`config.mk`:
```
export PLATFORM = sky130hd
export DESIGN_NAME = dual_ping_pong_buffer_controller
export DESIGN_NICKNAME = d
export VERILOG_FILES = /design/src/rtl/dppb_pkg.sv /design/src/rtl/dual_ping_pong_buffer_controller.sv /design/src/rtl/dppb_engine.sv /design/src/rtl/dppb_queue.sv
export SDC_FILE = /design/constraint.sdc
export NUM_CORES = 1
export LEC_CHECK = 0
export BUFFER_PORTS_ARGS = -buffer_cell sky130_fd_sc_hd__buf_2
export CAP_MARGIN = 20
export CELL_PAD_IN_SITES_DETAIL_PLACEMENT = 1
export CELL_PAD_IN_SITES_GLOBAL_PLACEMENT = 2
export CORE_AREA = 10 10 193 286
export CTS_CLUSTER_SIZE = 28
export DETAILED_ROUTE_END_ITERATION = 6
export DIE_AREA = 0 0 203 296
export PLACE_DENSITY = 0.87
export SLEW_MARGIN = 30
export SYNTH_ARGS = -nofsm -noshare
export SYNTH_HDL_FRONTEND = slang
export SYNTH_SLANG_ARGS = --single-unit
```
`constraint.sdc`:
```
create_clock -name clk -period 27.6 [get_ports clk]
set_input_delay 5.52 -clock clk [delete_from_list [all_inputs] [get_ports clk]]
set_output_delay 5.52 -clock clk [all_outputs]
set_load 0.005 [all_outputs]
```
`src/rtl/dppb_pkg.sv`:
```
// Shared types, codes and helpers of the dual ping-pong buffer controller.
package dppb_pkg;

	localparam int MaxCmds = 12;
	localparam int CntW = $clog2(MaxCmds + 1);
	localparam int DefBufferLines = 512;

	localparam logic [1:0] PH_EMPTY    = 2'd0;
	localparam logic [1:0] PH_FILLING  = 2'd1;
	localparam logic [1:0] PH_FULL     = 2'd2;
	localparam logic [1:0] PH_EMPTYING = 2'd3;

	localparam logic [1:0] CMD_CLEAR   = 2'd0;
	localparam logic [1:0] CMD_RECEIVE = 2'd1;
	localparam logic [1:0] CMD_SEND    = 2'd2;

	localparam logic REG_SERDES_PORT = 1'b0;
	localparam logic REG_DSP_PORT    = 1'b1;

	typedef struct packed {
		logic [1:0] cmd;
		logic [1:0] idx;
		logic [2:0] port;
		logic       pair_b;
		logic       last;
	} cmd_entry_t;

	typedef struct packed {
		logic                     vld;
		logic [CntW-1:0]          count;
		cmd_entry_t [MaxCmds-1:0] entries;
	} cmd_load_t;

	function automatic cmd_entry_t make_entry(logic [1:0] cmd, logic [1:0] idx,
			logic [2:0] port);
		cmd_entry_t e;
		e.cmd    = cmd;
		e.idx    = idx;
		e.port   = (cmd == CMD_CLEAR) ? 3'd0 : port;
		e.pair_b = idx[1];
		e.last   = 1'b0;
		return e;
	endfunction

endpackage

```
`src/rtl/dual_ping_pong_buffer_controller.sv`:
```
// Top level of the dual ping-pong buffer controller: ports, input stage, registers, checks.

// Two ping-pong pairs share this controller: pair A (buffers 0 and 1) moves DSP
// receive data to the serdes transmitter, and pair B (buffers 2 and 3) moves serdes
// receive data to the DSP transmitter. Each input transaction carries a status word
// of four done bits, handled from bit 0 to bit 3; every set bit yields a clear
// command for that buffer followed by the receive and send commands that keep the
// pair streaming, so one status word produces between one and three commands per
// set bit, at most twelve, and an all-zero word produces none. The status word is
// registered in the input stage; once the command list is free, all commands for
// it are worked out in one combinational pass and loaded into the list register,
// and the list is then handed out one command per output transaction. A word that
// yields k commands occupies the output for k output transactions. A new status
// word is taken while the previous list is still being drained, and its commands
// follow the last one of the previous list with no gap. The final command of each
// word has last_of_run set. Port numbers are configured through the write channel
// (index 0 serdes port, index 1 DSP port) and are sampled when a word is processed,
// so they should only change while the block is idle. Buffer line ranges follow
// from the BUFFER_LINES parameter and are zero on clear commands.
module dual_ping_pong_buffer_controller import dppb_pkg::*; #(
	parameter int BUFFER_LINES = DefBufferLines
) (
	input  logic       clk,
	input  logic       arst_n,
	input  logic       in_valid,
	output logic       in_ready,
	input  logic [3:0] done_bits,
	output logic       out_valid,
	input  logic       out_ready,
	output logic [1:0] command,
	output logic [1:0] buffer_index,
	output logic [2:0] target_port,
	output logic [8:0] first_line,
	output logic [8:0] last_line,
	output logic       last_of_run,
	input  logic       cfg_valid,
	output logic       cfg_ready,
	input  logic       cfg_index,
	input  logic [2:0] cfg_data
);

	// Configuration registers; writes are always taken.
	logic [2:0] serdes_port_q;
	logic [2:0] dsp_port_q;

	assign cfg_ready = 1'b1;

	always_ff @(posedge clk or negedge arst_n) begin
		if (!arst_n) begin
			serdes_port_q <= 3'd0;
			dsp_port_q    <= 3'd1;
		end else if (cfg_valid) begin
			unique case (cfg_index)
				REG_SERDES_PORT: serdes_port_q <= cfg_data;
				REG_DSP_PORT:    dsp_port_q    <= cfg_data;
				default:         ;
			endcase
		end
	end

	// Input stage: holds one status word until the command list can take its
	// commands. The list is free when empty or when its last command leaves now.
	logic       valid_s1;
	logic [3:0] done_s1;
	logic       free;
	logic       fire;
	cmd_load_t  load;

	assign fire     = valid_s1 && free;
	assign in_ready = !valid_s1 || free;

	always_ff @(posedge clk or negedge arst_n) begin
		if (!arst_n) begin
			valid_s1 <= 1'b0;
		end else if (in_valid && in_ready) begin
			valid_s1 <= 1'b1;
		end else if (fire) begin
			valid_s1 <= 1'b0;
		end
	end

	always_ff @(posedge clk) begin
		if (in_valid && in_ready) begin
			done_s1 <= done_bits;
		end
	end

	// Buffer state and command generation for the registered word.
	dppb_engine u_engine (
		.clk         (clk),
		.arst_n      (arst_n),
		.fire        (fire),
		.done_bits   (done_s1),
		.serdes_port (serdes_port_q),
		.dsp_port    (dsp_port_q),
		.load        (load)
	);

	// Command list drained one transaction at a time.
	dppb_queue #(
		.BUFFER_LINES (BUFFER_LINES)
	) u_queue (
		.clk          (clk),
		.arst_n       (arst_n),
		.load         (load),
		.free         (free),
		.out_valid    (out_valid),
		.out_ready    (out_ready),
		.command      (command),
		.buffer_index (buffer_index),
		.target_port  (target_port),
		.first_line   (first_line),
		.last_line    (last_line),
		.last_of_run  (last_of_run)
	);

	// A status word with no done bit set must not load any command.
	a_empty_word_no_load: assert property (@(posedge clk) disable iff (!arst_n)
		(fire && (done_s1 == 4'd0)) |-> !load.vld)
		else $error("empty status word loaded commands");

	// Every freshly loaded list starts with a clear command.
	a_list_starts_clear: assert property (@(posedge clk) disable iff (!arst_n)
		load.vld |=> (out_valid && (command == CMD_CLEAR)))
		else $error("command list does not start with a clear");

	// A loaded list never holds more commands than one word can produce.
	a_count_bound: assert property (@(posedge clk) disable iff (!arst_n)
		load.vld |-> (load.count <= CntW'(MaxCmds)))
		else $error("command count out of range");

endmodule

```
`src/rtl/dppb_engine.sv`:
```
// Buffer phase and idle flag state with the single-pass command generator.
module dppb_engine import dppb_pkg::*; (
	input  logic       clk,
	input  logic       arst_n,
	input  logic       fire,
	input  logic [3:0] done_bits,
	input  logic [2:0] serdes_port,
	input  logic [2:0] dsp_port,
	output cmd_load_t  load
);

	logic [3:0][1:0] phase_q;
	logic [1:0]      rx_idle_q;
	logic [1:0]      tx_idle_q;

	logic [3:0][1:0]          ph;
	logic [1:0]               rx;
	logic [1:0]               tx;
	logic [CntW-1:0]          n;
	cmd_entry_t [MaxCmds-1:0] ents;

	always_comb begin
		logic [1:0] bi;
		logic [1:0] pt;
		logic       pb;
		logic [2:0] rxp;
		logic [2:0] txp;
		ph   = phase_q;
		rx   = rx_idle_q;
		tx   = tx_idle_q;
		n    = '0;
		ents = '0;
		for (int b = 0; b < 4; b++) begin
			bi  = 2'(b);
			pb  = bi[1];
			pt  = {bi[1], ~bi[0]};
			rxp = pb ? serdes_port : dsp_port;
			txp = pb ? dsp_port : serdes_port;
			if (done_bits[b]) begin
				ents[n] = make_entry(CMD_CLEAR, bi, 3'd0);
				n = n + 1'b1;
				if (ph[b] == PH_FILLING) begin
					ph[b] = PH_FULL;
					if (ph[pt] == PH_EMPTY) begin
						ents[n] = make_entry(CMD_RECEIVE, pt, rxp);
						n = n + 1'b1;
						ph[pt] = PH_FILLING;
					end else begin
						rx[pb] = 1'b1;
					end
					if (tx[pb]) begin
						tx[pb] = 1'b0;
						ents[n] = make_entry(CMD_SEND, bi, txp);
						n = n + 1'b1;
						ph[b] = PH_EMPTYING;
					end
				end else begin
					ph[b] = PH_EMPTY;
					if (rx[pb]) begin
						rx[pb] = 1'b0;
						ents[n] = make_entry(CMD_RECEIVE, bi, rxp);
						n = n + 1'b1;
						ph[b] = PH_FILLING;
					end
					if (ph[pt] == PH_FULL) begin
						ents[n] = make_entry(CMD_SEND, pt, txp);
						n = n + 1'b1;
						ph[pt] = PH_EMPTYING;
					end else begin
						tx[pb] = 1'b1;
					end
				end
			end
		end
		if (n != '0) begin
			ents[n - 1'b1].last = 1'b1;
		end
	end

	assign load.vld     = fire && (n != '0);
	assign load.count   = n;
	assign load.entries = ents;

	always_ff @(posedge clk or negedge arst_n) begin
		if (!arst_n) begin
			phase_q   <= {PH_EMPTY, PH_FILLING, PH_EMPTY, PH_FILLING};
			rx_idle_q <= 2'b00;
			tx_idle_q <= 2'b11;
		end else if (fire) begin
			phase_q   <= ph;
			rx_idle_q <= rx;
			tx_idle_q <= tx;
		end
	end

endmodule

```
`src/rtl/dppb_queue.sv`:
```
// Command list register that hands out one command per output transaction.
module dppb_queue import dppb_pkg::*; #(
	parameter int BUFFER_LINES = DefBufferLines
) (
	input  logic       clk,
	input  logic       arst_n,
	input  cmd_load_t  load,
	output logic       free,
	output logic       out_valid,
	input  logic       out_ready,
	output logic [1:0] command,
	output logic [1:0] buffer_index,
	output logic [2:0] target_port,
	output logic [8:0] first_line,
	output logic [8:0] last_line,
	output logic       last_of_run
);

	localparam int TopLine = BUFFER_LINES - 1;
	localparam int LastA   = (509 > TopLine) ? TopLine : 509;
	localparam int FirstA  = (10 > LastA) ? LastA : 10;
	localparam int LastB   = (504 > TopLine) ? TopLine : 504;
	localparam int FirstB  = (5 > LastB) ? LastB : 5;

	cmd_entry_t [MaxCmds-1:0] ents_q;
	logic [CntW-1:0]          cnt_q;
	logic                     take;

	assign out_valid = (cnt_q != '0);
	assign take      = out_valid && out_ready;
	assign free      = (cnt_q == '0) || ((cnt_q == CntW'(1)) && out_ready);

	always_ff @(posedge clk or negedge arst_n) begin
		if (!arst_n) begin
			cnt_q <= '0;
		end else if (load.vld) begin
			cnt_q <= load.count;
		end else if (take) begin
			cnt_q <= cnt_q - 1'b1;
		end
	end

	always_ff @(posedge clk) begin
		if (load.vld) begin
			ents_q <= load.entries;
		end else if (take) begin
			for (int i = 0; i < MaxCmds - 1; i++) begin
				ents_q[i] <= ents_q[i + 1];
			end
		end
	end

	assign command      = ents_q[0].cmd;
	assign buffer_index = ents_q[0].idx;
	assign target_port  = ents_q[0].port;
	assign last_of_run  = ents_q[0].last;

	always_comb begin
		if (ents_q[0].cmd == CMD_CLEAR) begin
			first_line = '0;
			last_line  = '0;
		end else if (ents_q[0].pair_b) begin
			first_line = 9'(FirstB);
			last_line  = 9'(LastB);
		end else begin
			first_line = 9'(FirstA);
			last_line  = 9'(LastA);
		end
	end

endmodule
```
Word level (Yosys, flattened, before mapping)
Cells that the tools add are included.
- add/sub/neg operators: 16
- multipliers: 0
- divide/modulo/power cells: 0
- order comparisons: 30
- eq/ne operators: 9
- shift operators: 0
- multiplexer cells: 184
- bitwise gates (word level): 10
- reductions and logical operators: 35
- operator list (operator ; count):
    two-way mux 108 bit ; 35
    bitwise mux 108 bit ; 15
    demux 9 bit (select 4 bit) ; 15
    two-way mux 99 bit ; 2
    two-way mux 4 bit ; 49
    two-way mux 9 bit ; 20
    bitwise AND 96 bit ; 1
    inverter 96 bit ; 1
    bitwise AND 84 bit ; 1
    inverter 84 bit ; 1
    < comparator 4 x 5 -> 1 bit (second input constant) ; 15
    bitwise AND 72 bit ; 1
    inverter 72 bit ; 1
    >= comparator 4 x 1 -> 1 bit (second input constant) ; 15
    adder 4 x 1 -> 4 bit (second input constant) ; 14
    bitwise OR 36 bit ; 1
    two-way mux 1 bit ; 35
    bitwise OR 24 bit ; 1
    logical AND 1 bit ; 20
    two-way mux 2 bit ; 10
    two-way mux 8 bit ; 2
    bitwise OR 12 bit ; 1
    logical NOT 2 bit ; 5
    equality test 2 x 1 -> 1 bit (second input constant) ; 4
    other kinds (11) ; 19
- flip-flop bits (word level): 135
- bits in latches: 0
- bits in writable memories: 0
- ROM bits: 0
- output and inout bits: 29
- word-level logic and storage cells: 355
- memories: 0

Longest topological paths before layout
Gate-level depths: netlist of the first run.
- depth in word-level cells: 43
- mapped depth: 43

Modules after synthesis
From an unflattened synthesis of the first run, not the netlist that was laid out.
- cells, all modules: 2353
- area total of the unflattened synthesis: 17763.3 um^2
- by module, submodules not included (module ; instances ; cells each ; area an instance (um^2)):
    dppb_engine ; 1 ; 2052 ; 12435.7
    dppb_queue ; 1 ; 276 ; 4895.9
    dual_ping_pong_buffer_controller ; 1 ; 25 ; 431.7

Worst setup path after synthesis of the first run
No wires, ideal clock.
- path kind: input to output
- start: input port out_ready
- end: output port in_ready
- data arrival time: 5.914 ns
- path slack: 16.166 ns
- cell stages on the path: 3
- buffers on the path: 0
- path through: a21oi_1 > nor3_1 > nand2b_1
- word-level cells in the longest chain between the ends: 3
- ends and longest elaborated chain (item ; RTL line ; source):
    start: declaration ; dual_ping_pong_buffer_controller.sv:29 ; input logic out_ready,
    logical AND 1 bit ; dppb_queue.sv:31 ; assign free = (cnt_q == '0) || ((cnt_q == CntW'(1)) && out_ready);
    logical OR 1 bit ; dppb_queue.sv:31 ;
    logical OR 1 bit ; dual_ping_pong_buffer_controller.sv:70 ; assign in_ready = !valid_s1 || free;
    end: declaration ; dual_ping_pong_buffer_controller.sv:26 ; output logic in_ready,
No other way between the ends.

Final worst setup path of the first run
- start: register u_engine.rx_idle_q[0]
- end: register u_queue.ents_q[31] (netlist name) (data pin)
- word-level cells in the longest chain between the ends: 42
- elaborated cells on any way between the ends: 181
- classes of those cells: 14 x add/sub; 26 x order compare; 1 x eq/ne; 118 x mux; 6 x bitwise; 16 x reduce/logical
- ends and longest elaborated chain (item ; RTL line ; source):
    start: declaration ; dppb_engine.sv:13 ; logic [1:0] rx_idle_q;
    start signal: assignment ; dppb_engine.sv:91 ; rx_idle_q <= rx;
    branches (longest 41 deep; another with adder 4 x 1 -> 4 bit) ; -- ;
    two-way mux 99 bit (*) ; dppb_queue.sv:44 ; if (load.vld) begin
    end signal: assignment ; dppb_queue.sv:45 ; ents_q <= load.entries;
    end signal: indexed assignment ; dppb_queue.sv:48 ; ents_q[i] <= ents_q[i + 1];
    end: declaration ; dppb_queue.sv:25 ; cmd_entry_t [MaxCmds-1:0] ents_q;
Mark *: on every way between the ends. The select of a mux whose other input is x is not followed.
A chain may end at the register's enable or synchronous reset.

==> out/summary.txt, run 1 <==
Worst Path Required -> 27.94 ns
final setup fails -> 0
Clock Root Buffer -> clkbuf_16
worst-skew pair later-pin latency -> 0.48 ns
share of the synthesized area in the top cell type -> 0.173
post-CTS setup repair buffer count -> 0
Crit path largest cell delay -> 0.71 ns
Yosys reg bits -> 123
top cells by area, synth -> edfxtp_1 (17%), nand2_1 (6.1%), nor2_1 (5.7%)
RSZ-0062 raised after global routing -> no
Die W -> 203 um
via density per instance -> 7.00
vias in the first global route -> 21010
initial core utilization -> 0.346
io pins -> 42
register-to-register setup slack -> 15.43 ns
Longest Clk Path Bufs -> 2
cell count after synthesis -> 2450
Max Cap Viol -> 0
EDFF count, synth -> 100
min Tclk post-route -> 12.17 ns
Iter 0 DRT Violations -> 2223
WL final -> 93800 um
hold buffers post-CTS -> 0
Setup TNS -> 0 ns
largest net degree at the start of global routing -> 93
Rows -> 101
Crit path arrival time -> 12.51 ns
HP Start -> dsp_port_q[1]
Yosys top cell by area -> edfxtp_1
top_reg_cell synth -> edfxtp_1
Critical R2R Capture -> u_queue.ents_q[31]
Slew @ Worst Pin -> 1.00 ns
GRT Total Usage -> 0.302
r2r startpoint -> u_engine.rx_idle_q[0]
H-tree Lvls -> 4
Area Overhead vs Synth -> 7.28%
CP most frequent cell -> ha_1
crit-path max FO -> 67
relative slew slack -> 0.327
cells on worst reg2reg path -> 37
sequential fraction of the synthesis area -> 0.206
Hold EP -> dsp_port_q[1]
initial antenna violation count -> 0
gr ovfl total -> 0
Hold Path Cell Cnt -> 1
CTS tree -> done
crit path capture type -> flop
Die Y -> 296 um
cts bufs inserted -> 17
Achievable Freq -> 0.0821 GHz
NumNets Final -> 2404
Period Utilization, post-route -> 0.441
WS Path Type -> flop to flop
core region area -> 50200 um2
routed len/inst -> 31.0 um
ANT nets after route -> 0
Pre-Repair DR Iteration Count -> 7
layout cells sized above 1 -> 0.101
dpl hpwl -> 69600 um
first-pass GRT wire length -> 138000 um
# resized after CTS -> 0
yosys synthesis warning count -> 0
Post-Syn Area per Cell -> 7.09 um2
Critical Path Source Type -> flop
IO buf count -> 34
clock-pin slew on the worst setup and hold paths -> 0.07 ns
die area -> 60100 um2
clock sinks -> 123
min-delay worst type -> flop to flop
Worst Clk Skew -> 0.0146 ns
Post-route DRC -> 0
ys async rst share -> 0.187
total number of vias -> 21144
outcome -> finished, final reports clean
Synth cell types -> 112
CP max-delay cell -> dfrtp_1
Post-Syn Area -> 17400 um2
Hold Fails Final Rpt -> 0
final slew viol count -> 0
GPL Wtd Cong -> 1.06
-- logic make-up after synthesis --
kind of cell	synth area share
fa+ha+maj	0.0374
simple gates	0.273
mux	0.0210
other cells	0.000432
xor+xnor	0.0240
buf+inv	0.0712
flops	0.206
compound gates	0.367
-- per-stage QoR --
stage                     hold slack, ns  cell area, um2  std cells  worst slack [ns]   util
after CTS                          0.514           18600       3021             15.51  0.371
final                              0.510           18600       3022             15.43  0.372
after global placement             0.490           17900       2988             15.54  0.358
after detailed placement           0.499           18000       2989             15.53  0.358
after floorplan                    0.470           17400       2455             16.17      -
after global routing               0.517           18600       3021             14.68  0.372
-- metal layers --
layer / global-route usage / routed length (um) / share of wire / vias up
met5: 0 / 0 / 0 / -
met4: 0.238 / 8030 / 0.086 / 0
met3: 0.0459 / 6530 / 0.070 / 417
met2: 0.513 / 44700 / 0.48 / 1182
met1: 0.333 / 34500 / 0.37 / 10463
li1: - / - / - / 9082
-- cell usage after synthesis, types with 25 or more instances --
| cell type | count |
|---|---|
| a211oi_1 | 27 |
| a21oi_1 | 190 |
| a221oi_1 | 26 |
| a31oi_1 | 56 |
| and2_1 | 35 |
| and3_1 | 38 |
| buf_2 | 29 |
| buf_4 | 27 |
| clkbuf_1 | 168 |
| edfxtp_1 | 100 |
| ha_1 | 52 |
| inv_1 | 44 |
| mux2i_1 | 26 |
| nand2_1 | 284 |
| nand2b_1 | 25 |
| nand3_1 | 90 |
| nand4_1 | 30 |
| nor2_1 | 263 |
| nor3_1 | 95 |
| nor4_1 | 26 |
| o211ai_1 | 32 |
| o21ai_0 | 189 |
| o22ai_1 | 38 |
| o31ai_1 | 43 |
-- sequential cells by signal, summed over array words and instances (netlist names) --
signal                cells
u_engine.rx_idle_q        2
u_queue.target_port       3
dsp_port_q                3
u_queue.buffer_index      1
u_queue.last_of_run       1
valid_s1                  1
u_queue.cnt_q             4
u_queue.command           2
u_engine.tx_idle_q        2
serdes_port_q             3
u_engine.phase_q          8
done_s1                   4
u_queue.ents_q           89
-- critical path: cells and delay by family (launching register included) --
| family | cells | cell delay, ns |
|---|---|---|
| adders and majority gates | 7 | 2.43 |
| xor gates and xnor gates | 2 | 0.30 |
| buffers and inverters | 6 | 2.10 |
| and+or+nand+nor | 8 | 1.92 |
| AOI/OAI and AO/OA | 14 | 4.44 |
| DFF | 1 | 0.71 |
-- cells in the final DEF, fill, tap and decap left out, types with 13 or more instances in the layout --
master and n:
nor4_1 25, buf_2 34, nor2b_1 13, a221o_1 17, and2_1 35, a211oi_1 26, nand2b_1 24, nand4_1 30
inv_1 44, a22o_1 19, a21oi_1 190, nand2_1 283, nor3_1 92, o221ai_1 14, o21a_1 16, and3_1 38
a221oi_1 26, a21o_1 22, or3_1 21, a31oi_1 56, o21ai_1 14, o21ai_0 189, ha_1 52, edfxtp_1 100
clkbuf_16 17, o211ai_1 32, a211o_1 14, nand3_1 90, dfrtp_1 16, buf_4 70, o22ai_1 38, a32oi_1 23
a311oi_1 16, o32ai_1 15, or2_2 16, mux2i_1 25, a22oi_1 20, xnor2_1 18, nor2_1 261, o31ai_1 43
-- final cells by class --
type,instances,area (um2)
antenna,1,2.50
clock buffer,18,439
clock inverter,14,183
fill,6279,31500
inverter,49,184
multi-input combinational,2043,12700
sequential,123,3590
tap,669,837
timing repair buffer,105,716
-- how the worst max path moves through the flow --
stage,cells after the start,to,startpoint,slack (ns)
finish,37,u_queue.ents_q[31],u_engine.rx_idle_q[0],15.43
global route,37,u_queue.ents_q[31],u_engine.rx_idle_q[0],14.68
CTS,5,in_ready,out_ready,15.51
detailed placement,5,in_ready,out_ready,15.53
global placement,5,in_ready,out_ready,15.54
floorplan,3,in_ready,out_ready,16.17
Power of run 1 is left out: the tool's default activity adds up to more than one toggle a clock period on the data nets, which glitch-free logic cannot reach.
==> run 2, diff against run 1 <==
--- a/config.mk
+++ b/config.mk
@@ -9,11 +9,11 @@
 export CAP_MARGIN = 20
 export CELL_PAD_IN_SITES_DETAIL_PLACEMENT = 1
 export CELL_PAD_IN_SITES_GLOBAL_PLACEMENT = 2
-export CORE_AREA = 10 10 193 286
+export CORE_AREA = 10 10 196 290
 export CTS_CLUSTER_SIZE = 28
 export DETAILED_ROUTE_END_ITERATION = 6
-export DIE_AREA = 0 0 203 296
-export PLACE_DENSITY = 0.87
+export DIE_AREA = 0 0 206 300
+export PLACE_DENSITY = 0.88
 export SLEW_MARGIN = 30
 export SYNTH_ARGS = -nofsm -noshare
 export SYNTH_HDL_FRONTEND = slang
==> constraint.sdc (replaced) <==
create_clock -name clk -period 10.91 [get_ports clk]
set_input_delay 2.182 -clock clk [delete_from_list [all_inputs] [get_ports clk]]
set_output_delay 2.182 -clock clk [all_outputs]
set_load 0.005 [all_outputs]
==> out/summary.txt, run 2 (synthesis gave the netlist of run 1 again) <==
Critical Path Source Type -> flop (unchanged)
# fillers -> 6506 (was 6279)
register-to-register setup slack -> 0.42 ns (was 15.43 ns)
H-tree Lvls -> 4 (unchanged)
first-pass GRT wire length -> 146000 um (was 138000 um)
initial core utilization -> 0.337 (was 0.346)
crit path buf inv count -> 7 (was 6)
min Tclk post-route -> 10.49 ns (was 12.17 ns)
final worst setup slack -> 0.424 ns (was 15.43 ns)
core region area -> 51600 um2 (was 50200 um2)
hold buffers post-CTS -> 0 (unchanged)
via density per instance -> 6.97 (was 7.00)
cts bufs inserted -> 17 (unchanged)
Iter 0 DRT Violations -> 2048 (was 2223)
Slew @ Worst Pin -> 1.06 ns (was 1.00 ns)
layout cells sized above 1 -> 0.109 (was 0.101)
Pre-Repair DR Iteration Count -> 6 (was 7)
outcome -> finished, final reports clean (unchanged)
commonest non-fill, non-tap cell in the layout -> nand2_1 (unchanged)
r2r startpoint -> u_engine.phase_q[2] (was u_engine.rx_idle_q[0])
Hold Slack -> 0.525 ns (was 0.510 ns)
Die W -> 206 um (was 203 um)
clock-pin slew on the worst setup and hold paths -> 0.07 ns (about the same)
Largest register FFs -> 89 (unchanged)
Worst Clk Skew -> 0.0128 ns (was 0.0146 ns)
CP most frequent cell -> ha_1 (unchanged)
cell depth of the worst setup path -> 38 (was 37)
CTS tree -> done (unchanged)
Area Overhead vs Synth -> 8.53% (was 7.28%)
io pins -> 42 (unchanged)
CP max-delay cell -> dfrtp_1 (unchanged)
Worst Path Required -> 11.16 ns (was 27.94 ns)
Antenna diodes -> 0 (was 1)
WS Path Type -> flop to flop (unchanged)
Achievable Freq -> 0.0954 GHz (was 0.0821 GHz)
largest registers -> u_queue.ents_q (89), u_engine.phase_q (8) (unchanged)
Max Cap Viol -> 0 (unchanged)
Post-route DRC -> 0 (unchanged)
Largest Register -> u_queue.ents_q (unchanged)
Clock Root Buffer -> clkbuf_16 (unchanged)
Die Y -> 300 um (was 296 um)
largest net degree at the start of global routing -> 71 (was 93)
WL final -> 100000 um (was 93800 um)
relative slew slack -> 0.291 (was 0.327)
cells on worst reg2reg path -> 38 (was 37)
routed len/inst -> 32.9 um (was 31.0 um)
ANT nets after route -> 0 (unchanged)
Hold Fails Final Rpt -> 0 (unchanged)
initial antenna violation count -> 2 (was 0)
Crit path arrival time -> 10.74 ns (was 12.51 ns)
final slew viol count -> 0 (unchanged)
GRT Total Usage -> 0.316 (was 0.302)
total number of vias -> 21257 (was 21144)
crit path capture type -> flop (unchanged)
Rows -> 102 (was 101)
gr ovfl total -> 0 (unchanged)
IO buf count -> 34 (unchanged)
NumNets Final -> 2426 (was 2404)
final setup fails -> 0 (unchanged)
worst slack, placed -> 0.489 ns (was 15.53 ns)
dpl hpwl -> 75700 um (was 69600 um)
Longest Clk Path Bufs -> 2 (unchanged)
CP top delay family -> compound AO/OA/AOI/OAI gates (unchanged)
Critical R2R Capture -> u_queue.ents_q[61] (was u_queue.ents_q[31])
worst-skew pair later-pin latency -> 0.47 ns (was 0.48 ns)
GPL Wtd Cong -> 1.02 (was 1.06)
final core utilization -> 0.366 (was 0.372)
min-delay worst type -> flop to flop (unchanged)
Period Utilization, post-route -> 0.961 (was 0.441)
clock sinks -> 123 (unchanged)
vias in the first global route -> 21386 (was 21010)
Worst Setup SP -> u_engine.phase_q[2] (was u_engine.rx_idle_q[0])
crit-path max FO -> 32 (was 67)
Worst Setup EP -> u_queue.ents_q[61] (was u_queue.ents_q[31])
Setup TNS -> 0 ns (unchanged)
die area -> 61800 um2 (was 60100 um2)
RSZ-0062 raised after global routing -> no (unchanged)
most frequent cells in the layout -> nand2_1 (283), nor2_1 (262), a21oi_1 (190), o21ai_0 (189), edfxtp_1 (100) (was nand2_1 (283), nor2_1 (261), a21oi_1 (190), o21ai_0 (189), edfxtp_1 (100))
Crit path largest cell delay -> 0.50 ns (was 0.71 ns)
-- run 2: changes by cell type in the layout (fill, tap and decap cells not counted), moves of 2 or more --
| cell | change |
|---|---|
| xnor2_2 | -3 |
| buf_4 | +18 |
| clkinv_2 | +3 |
| inv_6 | -3 |
| buf_12 | +3 |
| xnor2_4 | +2 |
-- run 2: repair_timing --
| item | 4_1_cts | 5_1_grt |
|---|---|---|
| setup endpoints to repair | 0 | 53 |
| setup buffers | 0 | 0 |
| gates resized for setup | 0 | 7 |
-- run 2: layout make-up --
| cell class | instances | area, um2 | share of cell area |
|---|---|---|---|
| clock buffers | 18 | 429 | 0.0228 |
| inverters | 49 | 186 | 0.00989 |
| flip-flops and latches | 123 | 3590 | 0.190 |
| multi-input cells | 2043 | 12700 | 0.674 |
| repair buffers | 127 | 922 | 0.0489 |
| well taps | 676 | 846 | 0.0448 |
| clock inverters | 14 | 169 | 0.00896 |
-- run 2: worst min-delay path by stage --
stage | start | to | slack, ns | cells after the start
2_1_floorplan | u_engine.phase_q[4] | u_engine.phase_q[4] | 0.47 | 2
3_3_place_gp | dsp_port_q[2] | dsp_port_q[2] | 0.50 | 1
3_5_place_dp | u_queue.ents_q[104] | u_queue.ents_q[95] | 0.50 | 2
4_1_cts | u_queue.ents_q[104] | u_queue.ents_q[95] | 0.52 | 2
5_1_grt | u_queue.ents_q[104] | u_queue.ents_q[95] | 0.54 | 2
6_report | u_queue.ents_q[104] | u_queue.ents_q[95] | 0.52 | 2
-- run 2: per-stage QoR --
| step | instances | area [um2] |
|---|---|---|
| floorplan | 2455 | 17400 |
| global placement | 3017 | 18200 |
| detailed placement | 3017 | 18200 |
| CTS | 3049 | 18800 |
| global route | 3050 | 18900 |
| finish | 3050 | 18900 |
-- run 2: metal layers --
layer  global-route usage  share of wire  vias up
met2                0.540           0.49     1138
met1                0.351           0.37    10620
met3               0.0431          0.063      362
met4                0.227          0.081        4
met5                    0        0.00050        -
li1                     -              -     9133
-- run 2: worst register-to-register path, delay by kind of cell, from the launching register on --
family                     cells  cell delay (ns)
buffers and inverters          7             1.66
adders and majority gates      6             1.96
and+or+nand+nor                9             1.94
AOI/OAI and AO/OA             14             3.88
xor gates and xnor gates       2             0.33
DFF                            1             0.50
Power of run 2 is left out for the same reason.
